[src/hdl/lta_pkg.sv]
// Shared constants, types and codes of the lottery ticket arbiter.
`default_nettype none
package lta_pkg;

  localparam int MAX_PROCESSES    = 8;
  localparam int MAX_TICKETS_EACH = 15;

  localparam int KIND_W = 1;
  localparam int TKT_W  = 4;
  localparam int RND_W  = 16;
  localparam int ST_W   = 2;
  localparam int PN_W   = 8;
  localparam int TOT_W  = 7;
  localparam int OCC_W  = 4;

  localparam int IDX_W  = $clog2(MAX_PROCESSES);
  localparam int CNT_W  = $clog2(MAX_PROCESSES + 1);
  localparam int PTR_W  = CNT_W + 1;
  localparam int STEP_W = $clog2(RND_W + 1);

  localparam logic [KIND_W-1:0] KIND_ADD  = 1'b0;
  localparam logic [KIND_W-1:0] KIND_DRAW = 1'b1;

  localparam logic [PN_W-1:0] PN_FIRST = PN_W'(1);
  localparam logic [PN_W-1:0] PN_LAST  = PN_W'(255);

  typedef enum logic [ST_W-1:0] {
    ST_ADDED  = 2'd0,
    ST_SERVED = 2'd1,
    ST_FULL   = 2'd2,
    ST_EMPTY  = 2'd3
  } status_t;

  typedef struct packed {
    logic [PN_W-1:0]  process;
    logic [TKT_W-1:0] tickets;
  } entry_t;

  typedef struct packed {
    logic              en;
    logic [IDX_W-1:0]  addr;
    entry_t            data;
  } ram_wr_t;

endpackage
`default_nettype wire

[src/hdl/lta_ram.sv]
// Entry table memory: one write port, one registered read port.
`default_nettype none
module lta_ram import lta_pkg::*; (
  input  logic             clk,
  input  ram_wr_t          wr,
  input  logic [IDX_W-1:0] rd_addr,
  output entry_t           rd_data
);

  entry_t mem [MAX_PROCESSES];

  always_ff @(posedge clk) begin
    if (wr.en) begin
      mem[wr.addr] <= wr.data;
    end
    rd_data <= mem[rd_addr];
  end

endmodule
`default_nettype wire

[config.mk]
export PLATFORM = sky130hd
export DESIGN_NAME = lta_ram
export DESIGN_NICKNAME = d
export VERILOG_FILES = /design/src/hdl/lta_pkg.sv /design/src/hdl/lta_ram.sv
export SDC_FILE = /design/constraint.sdc
export NUM_CORES = 1
export LEC_CHECK = 0
export BUFFER_PORTS_ARGS = -buffer_cell sky130_fd_sc_hd__buf_2
export CAP_MARGIN = 20
export CORE_MARGIN = 2
export CORE_UTILIZATION = 55
export CTS_BUF_LIST = sky130_fd_sc_hd__clkbuf_4 sky130_fd_sc_hd__clkbuf_8
export DETAILED_ROUTE_END_ITERATION = 12
export PLACE_DENSITY_LB_ADDON = 0.2
export SYNTH_ARGS = -nofsm -noshare
export SYNTH_HDL_FRONTEND = slang
export SYNTH_SLANG_ARGS = --single-unit
[constraint.sdc]
create_clock -name clk -period 1.9 [get_ports clk]
set_clock_uncertainty 0.05 [all_clocks]
set_input_delay 0.285 -clock clk [delete_from_list [all_inputs] [get_ports clk]]
set_output_delay 0.285 -clock clk [all_outputs]
set_load 0.02 [all_outputs]
==> impl_metrics.tcl <==
set metrics [dict create \
    cts.repair.resized 0 \
    synth.most_common_cell "edfxtp_1" \
    cts_htree_levels 3 \
    synthArstFlopShare_pct 0 \
    hold_viol 0 \
    clockBufferDepth 2 \
    critPathRequiredTime_ns 2.10 \
    synth_common_cells "96 x edfxtp_1, 21 x mux4_1, 12 x dfxtp_1, 12 x mux2_2, 6 x nor2_1" \
    swShare_pct 22.4 \
    hold_end "mem[5][1]" \
    rr_endpoint "rd_data[5]" \
    dieArea_um2 7950 \
    clock_latency_ns 0.36 \
    cp-end-kind "register" \
    gp_congestion 0.672 \
    final_area_um2 4510 \
    hold_path_class "input pin to register" \
    synthFlopType "edfxtp_1" \
    antenna_found_initial 0 \
    leakage_nw 1.57 \
    die_width_um 89.1 \
    synth_nets 184 \
    fp.coreArea_um2 7140 \
    synth_cells 164 \
    maxCapViolations 0 \
    drtIter0Drc 90 \
    finalSetupViolations 0 \
    vias_per_cell 5.52 \
    r2r_slack_ns 0.57 \
    nNetsFinal 229 \
    worst-path-max-fanout 1 \
    num_rows 31 \
    drt_wl_total_um 6370 \
    arrival_ns 1.54 \
    synth_top_cell_by_area "edfxtp_1" \
    synth.distinct_cells 12 \
    final_max_slew_viol_count 0 \
    relSlewSlack_pct 76.2 \
    path_class "register to register" \
    rsz0062_at_grt "false" \
    min_delay_path_depth 1 \
    netlist_area_um2 3990 \
    grt_pass1_wl_um 9510 \
    vias 1729 \
    layout-drive-gt1-share_pct 34.6 \
    period_share_pct 70.1 \
    switchingPower_w 0.000958 \
    postCtsSetupRepairBufs 0 \
    syn_avg_cell_area_um2 24.3 \
    first_pass_iters 7 \
    synth_edf_count 96 \
    ff2ff_path_depth 2 \
    stdcell_count 313 \
    clk_pin_slew_ns 0.11 \
    netlist.area_leader.share_pct 72.3 \
    tritoncts "yes" \
    hold_buffers 0 \
    ys_ff_latch 108 \
    cts-root-buf "clkbuf_8" \
    port_buffers 31 \
    intPower_w 0.00332 \
    clock-sinks 108 \
    clock.fmax_mhz 751 \
    hpwl_um 3830 \
    worst_pin_slew_ns 0.357 \
    netlist_top_cells_area "edfxtp_1 72%, mux4_1 14%, dfxtp_1 6.0%" \
    status "complete, no violations" \
    dp_cells 297 \
    pwr-share-seq_pct 63.1 \
    drt-wirelength-per-cell_um 20.3 \
    drc 0 \
    area_growth_pct 13.2 \
    die_h_um 89.1 \
    numCtsBuffers 9 \
    reg2reg_from "mem[1][5]" \
    setup-tns-final_ns 0 \
    p_clk_share_pct 30.3 \
    pwr-share-comb_pct 6.6 \
    start_util_pct 55.9 \
    num_antenna_cells 0 \
    grt_start_max_net_pins 25 \
    fin_crit_ns 1.33 \
    cp-start-kind "register" \
    postRouteAntennaNets 0 \
    min_from "wr[1]" \
    pwr_density_cell_nw_per_um2 947 \
    grt_pass1_vias 1848 \
    grtUsageTotal_pct 17.6 \
    ios 32 \
    grt_overflow 0 \
    yosys_warnings 0 \
    yosysSeqAreaShare_pct 78.3 \
    place_area_um2 4330 \
    vdd_drop_max_v 0.000519 \
]
-- how the worst max path moves through the flow --
stage	startpoint	to	slack [ns]	cells after the start
2_1_floorplan	wr[14]	mem[0][0]	0.12	2
3_3_place_gp	rd_addr[0]	rd_data[6]	0.30	4
3_5_place_dp	rd_addr[0]	rd_data[6]	0.26	4
4_1_cts	mem[1][5]	rd_data[5]	0.56	2
5_1_grt	mem[6][6]	rd_data[6]	0.54	2
6_report	mem[1][5]	rd_data[5]	0.57	2
-- stage by stage --
step	utilization, %	hold WS [ns]	setup WS [ns]	power [W]
final	63.3	0.131	0.569	0.00428
after global routing	63.3	0.127	0.535	0.00443
after CTS	63.3	0.121	0.560	0.00432
after detailed placement	60.6	0.505	0.258	0.00304
after global placement	60.6	0.484	0.302	0.00302
after floorplan	-	0.334	0.123	0.00292
-- per-layer routing --
metal	GRT usage, %	vias to the layer above	share of wire [%]
li1	-	789	-
met1	20.4	887	40
met2	31.4	43	54
met3	3.88	10	4.0
met4	7.46	0	1.7
met5	0	-	0
-- sequential cells by signal, summed over array words and instances (netlist names) --
name,cells
mem,96
rd_data,12
-- layout by cell type (no fill, tap or decap), drive strengths merged --
master / instances
edfxtp: 96
buf: 41
mux4: 24
mux2: 12
dfxtp: 12
clkbuf: 9
nor2: 6
inv: 4
nand2b: 3
clkinv: 3
nand2: 2
nor3: 2
-- layout make-up --
| class | instances | area [µm²] |
|---|---|---|
| Clock buffer | 9 | 124 |
| Clock inverter | 7 | 65.1 |
| Fill cell | 518 | 2620 |
| Multi-Input combinational cell | 49 | 823 |
| Sequential cell | 108 | 3120 |
| Tap cell | 99 | 124 |
| Timing Repair Buffer | 41 | 255 |
-- power groups by stage --
| stage | Combinational, W | Clock (W) | Sequential, W |
|---|---|---|---|
| floorplan | 0.000137 | 0 | 0.00278 |
| CTS | 0.000287 | 0.00133 | 0.00270 |
| detailed placement | 0.000287 | 0 | 0.00275 |
| global placement | 0.000274 | 0 | 0.00275 |
| global route | 0.000304 | 0.00142 | 0.00271 |
| finish | 0.000282 | 0.00130 | 0.00270 |
-- worst max-delay path, stage by stage, from the launching register on --
cell	delay [ns]
edfxtp_1	0.39
mux4_1	0.52
mux2_2	0.27
-- logic make-up after synthesis --
kind of cell	count (synthesis)	share of synthesized area, %
buffers and inverters	7	1.29
flip-flops	108	78.3
multiplexers	36	18.9
AND/OR/NAND/NOR	13	1.47
(Power assumes the default switching activity.)
