$ cat src/hdl/lta_pkg.sv
// Shared constants, types and codes of the lottery ticket arbiter.
`default_nettype none
package lta_pkg;

  localparam int MAX_PROCESSES    = 8;
  localparam int MAX_TICKETS_EACH = 15;

  localparam int KIND_W = 1;
  localparam int TKT_W  = 4;
  localparam int RND_W  = 16;
  localparam int ST_W   = 2;
  localparam int PN_W   = 8;
  localparam int TOT_W  = 7;
  localparam int OCC_W  = 4;

  localparam int IDX_W  = $clog2(MAX_PROCESSES);
  localparam int CNT_W  = $clog2(MAX_PROCESSES + 1);
  localparam int PTR_W  = CNT_W + 1;
  localparam int STEP_W = $clog2(RND_W + 1);

  localparam logic [KIND_W-1:0] KIND_ADD  = 1'b0;
  localparam logic [KIND_W-1:0] KIND_DRAW = 1'b1;

  localparam logic [PN_W-1:0] PN_FIRST = PN_W'(1);
  localparam logic [PN_W-1:0] PN_LAST  = PN_W'(255);

  typedef enum logic [ST_W-1:0] {
    ST_ADDED  = 2'd0,
    ST_SERVED = 2'd1,
    ST_FULL   = 2'd2,
    ST_EMPTY  = 2'd3
  } status_t;

  typedef struct packed {
    logic [PN_W-1:0]  process;
    logic [TKT_W-1:0] tickets;
  } entry_t;

  typedef struct packed {
    logic              en;
    logic [IDX_W-1:0]  addr;
    entry_t            data;
  } ram_wr_t;

endpackage
`default_nettype wire

$ cat src/hdl/lta_mod.sv
// Bit-serial remainder unit: random word modulo the ticket total.
`default_nettype none
module lta_mod import lta_pkg::*; (
  input  logic             clk,
  input  logic             rst,
  input  logic             start,
  input  logic [RND_W-1:0] dividend,
  input  logic [TOT_W-1:0] divisor,
  output logic             done,
  output logic [TOT_W-1:0] remainder
);

  logic              busy;
  logic [STEP_W-1:0] steps;
  logic [RND_W-1:0]  quo;
  logic [TOT_W-1:0] dvs;
  logic [TOT_W:0]   shifted;
  logic [TOT_W-1:0] remainder_next;

  always_comb begin
    shifted = {remainder, quo[RND_W-1]};
    if (shifted >= {1'b0, dvs}) begin
      remainder_next = TOT_W'(shifted - {1'b0, dvs});
    end else begin
      remainder_next = shifted[TOT_W-1:0];
    end
  end

  always_ff @(posedge clk) begin
    if (rst) begin
      busy <= 1'b0;
      done <= 1'b0;
      steps <= '0;
    end else begin
      done <= 1'b0;
      if (start) begin
        busy <= 1'b1;
        steps <= '0;
        quo <= dividend;
        dvs <= divisor;
        remainder <= '0;
      end else if (busy) begin
        remainder <= remainder_next;
        quo <= quo << 1;
        steps <= steps + STEP_W'(1);
        if (steps == STEP_W'(RND_W - 1)) begin
          busy <= 1'b0;
          done <= 1'b1;
        end
      end
    end
  end

endmodule
`default_nettype wire

$ cat config.mk
export PLATFORM = sky130hd
export DESIGN_NAME = lta_mod
export DESIGN_NICKNAME = d
export VERILOG_FILES = /design/src/hdl/lta_pkg.sv /design/src/hdl/lta_mod.sv
export SDC_FILE = /design/constraint.sdc
export NUM_CORES = 1
export LEC_CHECK = 0
export BUFFER_PORTS_ARGS = -buffer_cell sky130_fd_sc_hd__buf_2
export CORE_AREA = 2 2 65 67
export CTS_BUF_LIST = sky130_fd_sc_hd__clkbuf_8
export DETAILED_ROUTE_END_ITERATION = 7
export DIE_AREA = 0 0 67 69
export HOLD_SLACK_MARGIN = 0.08
export PLACE_DENSITY = 0.71
export REMOVE_ABC_BUFFERS = 1
export SLEW_MARGIN = 20
export SYNTH_ARGS = -nofsm -noshare
export SYNTH_HDL_FRONTEND = slang
export SYNTH_SLANG_ARGS = --single-unit
$ cat constraint.sdc
create_clock -name clk -period 2.9 [get_ports clk]
set_input_delay 0.435 -clock clk [delete_from_list [all_inputs] [get_ports clk]]
set_output_delay 0.435 -clock clk [all_outputs]
set_load 0.02 [all_outputs]
==> summary.md, run 1 <==
| Metric | Value |
|---|---|
| Sink Count | 37 |
| Mapped Area | 0.001894 sq mm |
| Maximum Capacitance Violations | 0 |
| Clock latency on the worst-skew pair | 290 ps |
| Post-CTS Setup Bufs | 0 |
| Worst-path clk slew | 80 ps |
| Synthesis Warnings | 0 |
| Met3 wire length | 123 um |
| Min Tclk post-route | 2292 ps |
| Largest net degree at the start of global routing | 28 |
| IO Pins | 34 |
| Adder-Cell Fraction of Synth Area | 0.07001 |
| RSZ-0062 raised after global routing | no |
| Mapped Cells | 154 |
| Seq/Total Area, Yosys | 0.5495 |
| GRT overflow | 0 |
| Reg-to-Reg Start | quo[15] |
| Compound-Gate Fraction of Synth Area | 0.1103 |
| Outcome | finished clean |
| # DRC | 0 |
| Synth Area in XOR/XNOR | 0.02312 |
| WHS Path Cells | 1 |
| Mux cell area share after synthesis | 0.1050 |
| Area Overhead vs Synth | 16.58% |
| Cell Chain, Critical Path | inv_1, ha_1, inv_1, fa_1, a21o_1, a21oi_4, a31oi_2, o22ai_1, a21oi_1 |
| CP dominant cell by count | inv_1 |
| Crit start category | register |
| Buffers on Ports | 33 |
| Simple-gate share of the synthesized area | 0.1044 |
| Reg-to-reg critical path endpoint | remainder[5] |
| #FFs+latches synth | 37 |
| Antenna cells | 0 |
| DP Area | 0.002102 sq mm |
| 1st-iter DRT viols | 89 |
| CTS resizes | 0 |
| GP Congestion | 0.8683 |
| Metal1 wirelength | 1453 um |
| Initial Util | 0.4840 |
| Fin Hold WS | 326.0 ps |
| NumNets Final | 224 |
| Placed insts | 231 |
| Slew HR | 0.5815 |
| Setup WS pre-CTS | 616.5 ps |
| Avg Inst Size Synth | 12.30 sq um |
| Fmax | 436.2 MHz |
| 1st-pass router iterations | 4 |
| Placement Rows | 23 |
| Least-Margin Pin Slew | 626.5 ps |
| Total Routed Length | 3464 um |
| Post-route setup slack | 607.7 ps |
| Via-per-instance ratio | 5.356 |
| R2R cell count | 9 |
| HP Class | in2reg |
| Worst Hold End | dvs[4] |
| Total GRT Usage | 0.1723 |
| Wire length of the first global-routing pass | 6113 um |
| # setup viols final | 0 |
| WS Path Type | reg2reg |
| Worst Path Required | 2910 ps |
| Full die area | 0.004623 sq mm |
| Largest family of logic cells by synthesized area | compound AO/OA/AOI/OAI gates |
| Final setup TNS | 0 ps |
| Leak pwr | 0.8704 nW |
| Total number of vias | 1280 |
| Die X | 67 um |
| Final instance area | 0.002208 sq mm |
| Bufs on Longest Clock Path | 2 |
| Peak supply drop | 0.3446 mV |
| # hold bufs at CTS | 0 |
| Non-Filler Instances | 239 |
| Cts bufs inserted | 5 |
| Root buf cell | clkbuf_8 |
| Max layer used | met4 |
| Max-slew violation count | 0 |
| Met2 routed WL | 1848 um |
| PwrDens | 595.6 mW/mm^2 |
| Hpwl dp | 2603 um |
| Drt wl/cell | 14.49 um |
| Vias in the first global route | 1315 |
| R2R Setup Slk | 610 ps |
| Total power | 1.315 mW |
| Initial antenna violation count | 0 |
| CTS tree | yes |
| Clk_skew | 10.18 ps |
| Period utilization | 0.7905 |
| Synth cell types | 39 |
| Slowest CP cell | edfxtp_1 |
| Util after Layout | 0.5643 |
| Ys flop type | edfxtp_1 |
| Share of cells above drive strength 1 | 0.3386 |
| Core area | 0.003914 sq mm |
| Detail Route Antenna Nets | 0 |
| Worst EP arrival | 2300 ps |
| Hold Fails Final Rpt | 0 |
| Async S/R FF share, synth | 0 |
| Peak fanout along the critical path | 7 |
| Worst path max stage delay | 400 ps |
| Worst setup EP type | register |
| Hold Crit Start | divisor[4] |
| H-tree depth | 2 |
| Die span in y | 69 um |
| Post-synth EDFFs | 30 |
where the power goes:
part           internal, mW  switching (mW)
Sequential            0.618          0.0183
Clock                 0.250           0.181
Combinational         0.112           0.136
area by class of cell:
cell class              count  area (sq um)
fillers                   375          1705
clock buffers               5         68.82
repair buffers             34         172.7
well taps                  50         62.56
flip-flops and latches     37          1041
multi-input cells          99         784.5
inverters                  11         41.29
clock inverters             3         37.54
worst max-delay path, delay by kind of cell, from the launching register on:
family	cells	cell delay, ps
adders and majority gates	2	570
buffers and inverters	2	140
AOI/OAI and AO/OA	5	900
DFF	1	400
worst max-delay path by stage:
stage               startpoint           end
floorplan              quo[15]  remainder[2]
global placement       quo[15]  remainder[0]
detailed placement     quo[15]  remainder[0]
CTS                    quo[15]  remainder[0]
global route           quo[15]  remainder[6]
finish                 quo[15]  remainder[5]
metal layers:
layer	vias up	GRT usage
li1	630	-
met1	624	0.2152
met2	22	0.2816
met3	4	0.04731
met4	0	0.06122
met5	-	0
cells in the mapped netlist, types with 2 or more instances:
library cell,number,area (sq um)
a211oi_2,2,25.02
a21oi_1,7,35.03
a31oi_1,2,12.51
buf_2,3,15.01
clkbuf_1,4,15.01
dfxtp_1,7,140.1
edfxtp_1,30,900.9
ha_1,9,112.6
inv_1,11,41.29
mux2_2,15,168.9
mux2i_1,3,30.03
nand2_1,3,11.26
nand3_1,5,25.02
nand3b_1,2,15.01
nand4_1,2,12.51
nor2_1,11,41.29
nor2b_1,3,18.77
nor3_1,3,15.01
nor3b_1,2,15.01
o21a_1,2,15.01
o21ai_0,5,25.02
o22ai_1,2,12.51
or2_2,2,12.51
xnor2_1,3,26.28
xor2_1,2,17.52
flip-flops by register name (all words and copies together) (netlist names):
name	count
busy	1
remainder	7
quo	16
dvs	7
steps	5
done	1
placed cells by master, fill, tap and decap left out, drive strengths merged, types with 4 or more instances in the layout:
master / netlist / routed
buf: 3 / 34
edfxtp: 30 / 30
mux2: 15 / 15
inv: 11 / 12
nor2: 11 / 11
ha: 9 / 9
a21oi: 8 / 8
dfxtp: 7 / 7
o21ai: 6 / 6
nand3: 5 / 5
clkbuf: 4 / 5
nand2: 4 / 4
cell families (layout without fill, tap and decap cells):
group / count (synthesis) / count (layout)
xor gates and xnor gates: 5 / 5
adders and majority gates: 10 / 10
DFF: 37 / 37
muxes: 18 / 18
and+or+nand+nor: 38 / 38
AOI/OAI and AO/OA: 28 / 28
buffers and inverters: 18 / 53
(Power assumes the default switching activity.)
==> inputs of run 2 (changes only) <==
--- a/config.mk
+++ b/config.mk
@@ -11,7 +11,7 @@
 export DETAILED_ROUTE_END_ITERATION = 7
 export DIE_AREA = 0 0 67 69
 export HOLD_SLACK_MARGIN = 0.08
-export PLACE_DENSITY = 0.71
+export PLACE_DENSITY = 0.74
 export REMOVE_ABC_BUFFERS = 1
 export SLEW_MARGIN = 20
 export SYNTH_ARGS = -nofsm -noshare
==> constraint.sdc (replaced) <==
create_clock -name clk -period 1.89 [get_ports clk]
set_input_delay 0.2835 -clock clk [delete_from_list [all_inputs] [get_ports clk]]
set_output_delay 0.2835 -clock clk [all_outputs]
set_load 0.02 [all_outputs]
==> run 2 against run 1 <==
The flow now finishes with violations (setup timing); sequential power up 53%; via count increased by 6.8%; clock-buffer cell count unchanged; die area is the same; sequential share of layout area decreased by 2.6 points; register-to-register slack got worse by 920 ps; critical endpoint is now remainder[0]; clock skew is 3.9 ps lower; critical path depth is the same.
==> summary.md, run 2 (synthesized netlist as in run 1, its figures left out) <==
| Metric | Value |
|---|---|
| Clk_skew | 6.304 ps |
| WHS Path Cells | 1 |
| Setup WS pre-CTS | -373.5 ps |
| Share of cells above drive strength 1 | 0.4221 |
| Bufs on Longest Clock Path | 2 |
| NumNets Final | 234 |
| Fmax | 454.9 MHz |
| Violated checks | setup timing |
| Clock latency on the worst-skew pair | 290 ps |
| Crit start category | register |
| # hold bufs at CTS | 0 |
| Peak supply drop | 0.4953 mV |
| H-tree depth | 2 |
| Worst-path clk slew | 70 ps |
| Final setup TNS | -2028 ps |
| R2R cell count | 9 |
| Fin Hold WS | 163.3 ps |
| Die span in y | 69 um |
| Worst setup EP type | register |
| Max-slew violation count | 0 |
| GRT overflow | 0 |
| Via-per-instance ratio | 5.490 |
| Total number of vias | 1367 |
| Total power | 1.974 mW |
| Area Overhead vs Synth | 23.38% |
| PwrDens | 844.4 mW/mm^2 |
| Hold Fails Final Rpt | 0 |
| Antenna cells | 0 |
| Reg-to-Reg Start | quo[15] |
| WS Path Type | reg2reg |
| Fill cell count | 334 |
| Commonest non-fill, non-tap cells in the layout | buf_2, edfxtp_1, mux2_2, nor2_1 |
| Die X | 67 um |
| Sink Count | 37 |
| Core area | 0.003914 sq mm |
| Worst Path Required | 1910 ps |
| Slowest CP cell | edfxtp_1 |
| Worst Hold End | dvs[5] |
| Commonest non-fill, non-tap cell in the layout | buf_2 |
| Worst EP arrival | 2210 ps |
| Worst path max stage delay | 400 ps |
| Hpwl dp | 2580 um |
| Top Registers | quo x16, dvs x7, remainder x7 |
| 1st-iter DRT viols | 91 |
| Placement Rows | 23 |
| Cts bufs inserted | 5 |
| Wire length of the first global-routing pass | 6085 um |
| IO Pins | 34 |
| CTS tree | yes |
| Peak fanout along the critical path | 7 |
| Slew HR | 0.6292 |
| CP dominant cell by count | inv_2 |
| Leak pwr | 0.9267 nW |
| Initial Util | 0.4840 |
| Outcome | complete, but fails checks |
| Maximum Capacitance Violations | 0 |
| Cell Chain, Critical Path | inv_2, ha_4, inv_2, fa_2, a21o_1, a21oi_4, a31oi_4, nor3_2, a211oi_2 |
| Non-Filler Instances | 249 |
| RSZ-0062 raised after global routing | yes |
| Buffers on Ports | 33 |
| Full die area | 0.004623 sq mm |
| # DRC | 0 |
| Root buf cell | clkbuf_8 |
| Drt wl/cell | 14.78 um |
| Reg-to-reg critical path endpoint | remainder[0] |
| Post-route setup slack | -308.3 ps |
| GP Congestion | 0.8126 |
| Period utilization | 1.163 |
| HP Class | in2reg |
| Max FFs per register | 16 |
| Least-Margin Pin Slew | 556.2 ps |
| Detail Route Antenna Nets | 0 |
| R2R Setup Slk | -310 ps |
| Total GRT Usage | 0.1750 |
| Most flops, register | quo |
| Initial antenna violation count | 0 |
| Hold Crit Start | divisor[5] |
| Total Routed Length | 3680 um |
| 1st-pass router iterations | 4 |
| # setup viols final | 7 |
| Min Tclk post-route | 2198 ps |
| Vias in the first global route | 1454 |
| Largest net degree at the start of global routing | 28 |
| Placed insts | 239 |
==> run 2: cell count changes in the layout (fill, tap and decap cells not counted), sizes merged <==
cell	previous run	this run
clkinv	1	3
buf	34	44
bufinv	1	0
inv	12	11
==> run 2: worst max-delay path by stage <==
stage,from,to,slack [ps]
finish,quo[15],remainder[0],-310
global route,quo[15],remainder[6],-400
CTS,quo[15],remainder[5],-220
detailed placement,quo[15],remainder[0],-370
global placement,quo[15],remainder[0],-230
floorplan,quo[15],remainder[2],-220
==> run 2: power breakdown <==
group          leakage, nW  internal, mW  switching [mW]
registers            0.344         0.948          0.0271
clock network       0.0430         0.248           0.272
logic                0.540         0.229           0.250
==> run 2: timing repair <==
item / in CTS / in global routing
buffers inserted: 1 / 1
resized for setup: 11 / 6
pin swaps: 10 / 10
setup endpoints to repair: 7 / 7
==> run 2: area by class of cell <==
type                    count  area [sq um]  share of cell area
multi-input cells          99         847.1              0.3624
flip-flops and latches     37          1041              0.4454
inverters                  11         41.29             0.01767
clock inverters             3         12.51            0.005353
clock buffers               5         68.82             0.02944
repair buffers             44         264.0              0.1130
well taps                  50         62.56             0.02677
==> run 2: routing by layer <==
| metal | GRT usage | vias up | wire length, um |
|---|---|---|---|
| li1 | - | 651 | - |
| met1 | 0.1778 | 654 | 1391 |
| met2 | 0.3014 | 45 | 1914 |
| met3 | 0.03915 | 17 | 156 |
| met4 | 0.1293 | 0 | 218 |
| met5 | 0 | - | 0 |
==> run 2: critical path, delay by kind of cell, from the launching register on <==
kind | cells | cell delay (ps)
AOI/OAI and AO/OA | 4 | 700
and+or+nand+nor | 1 | 200
buffers and inverters | 2 | 120
adders and majority gates | 2 | 510
DFF | 1 | 400
==> run 2: metrics by stage <==
step	utilization	area (sq um)
2_1_floorplan	-	1864
3_3_place_gp	0.5556	2175
3_5_place_dp	0.5556	2175
4_1_cts	0.5866	2296
5_1_grt	0.5972	2337
6_report	0.5972	2337
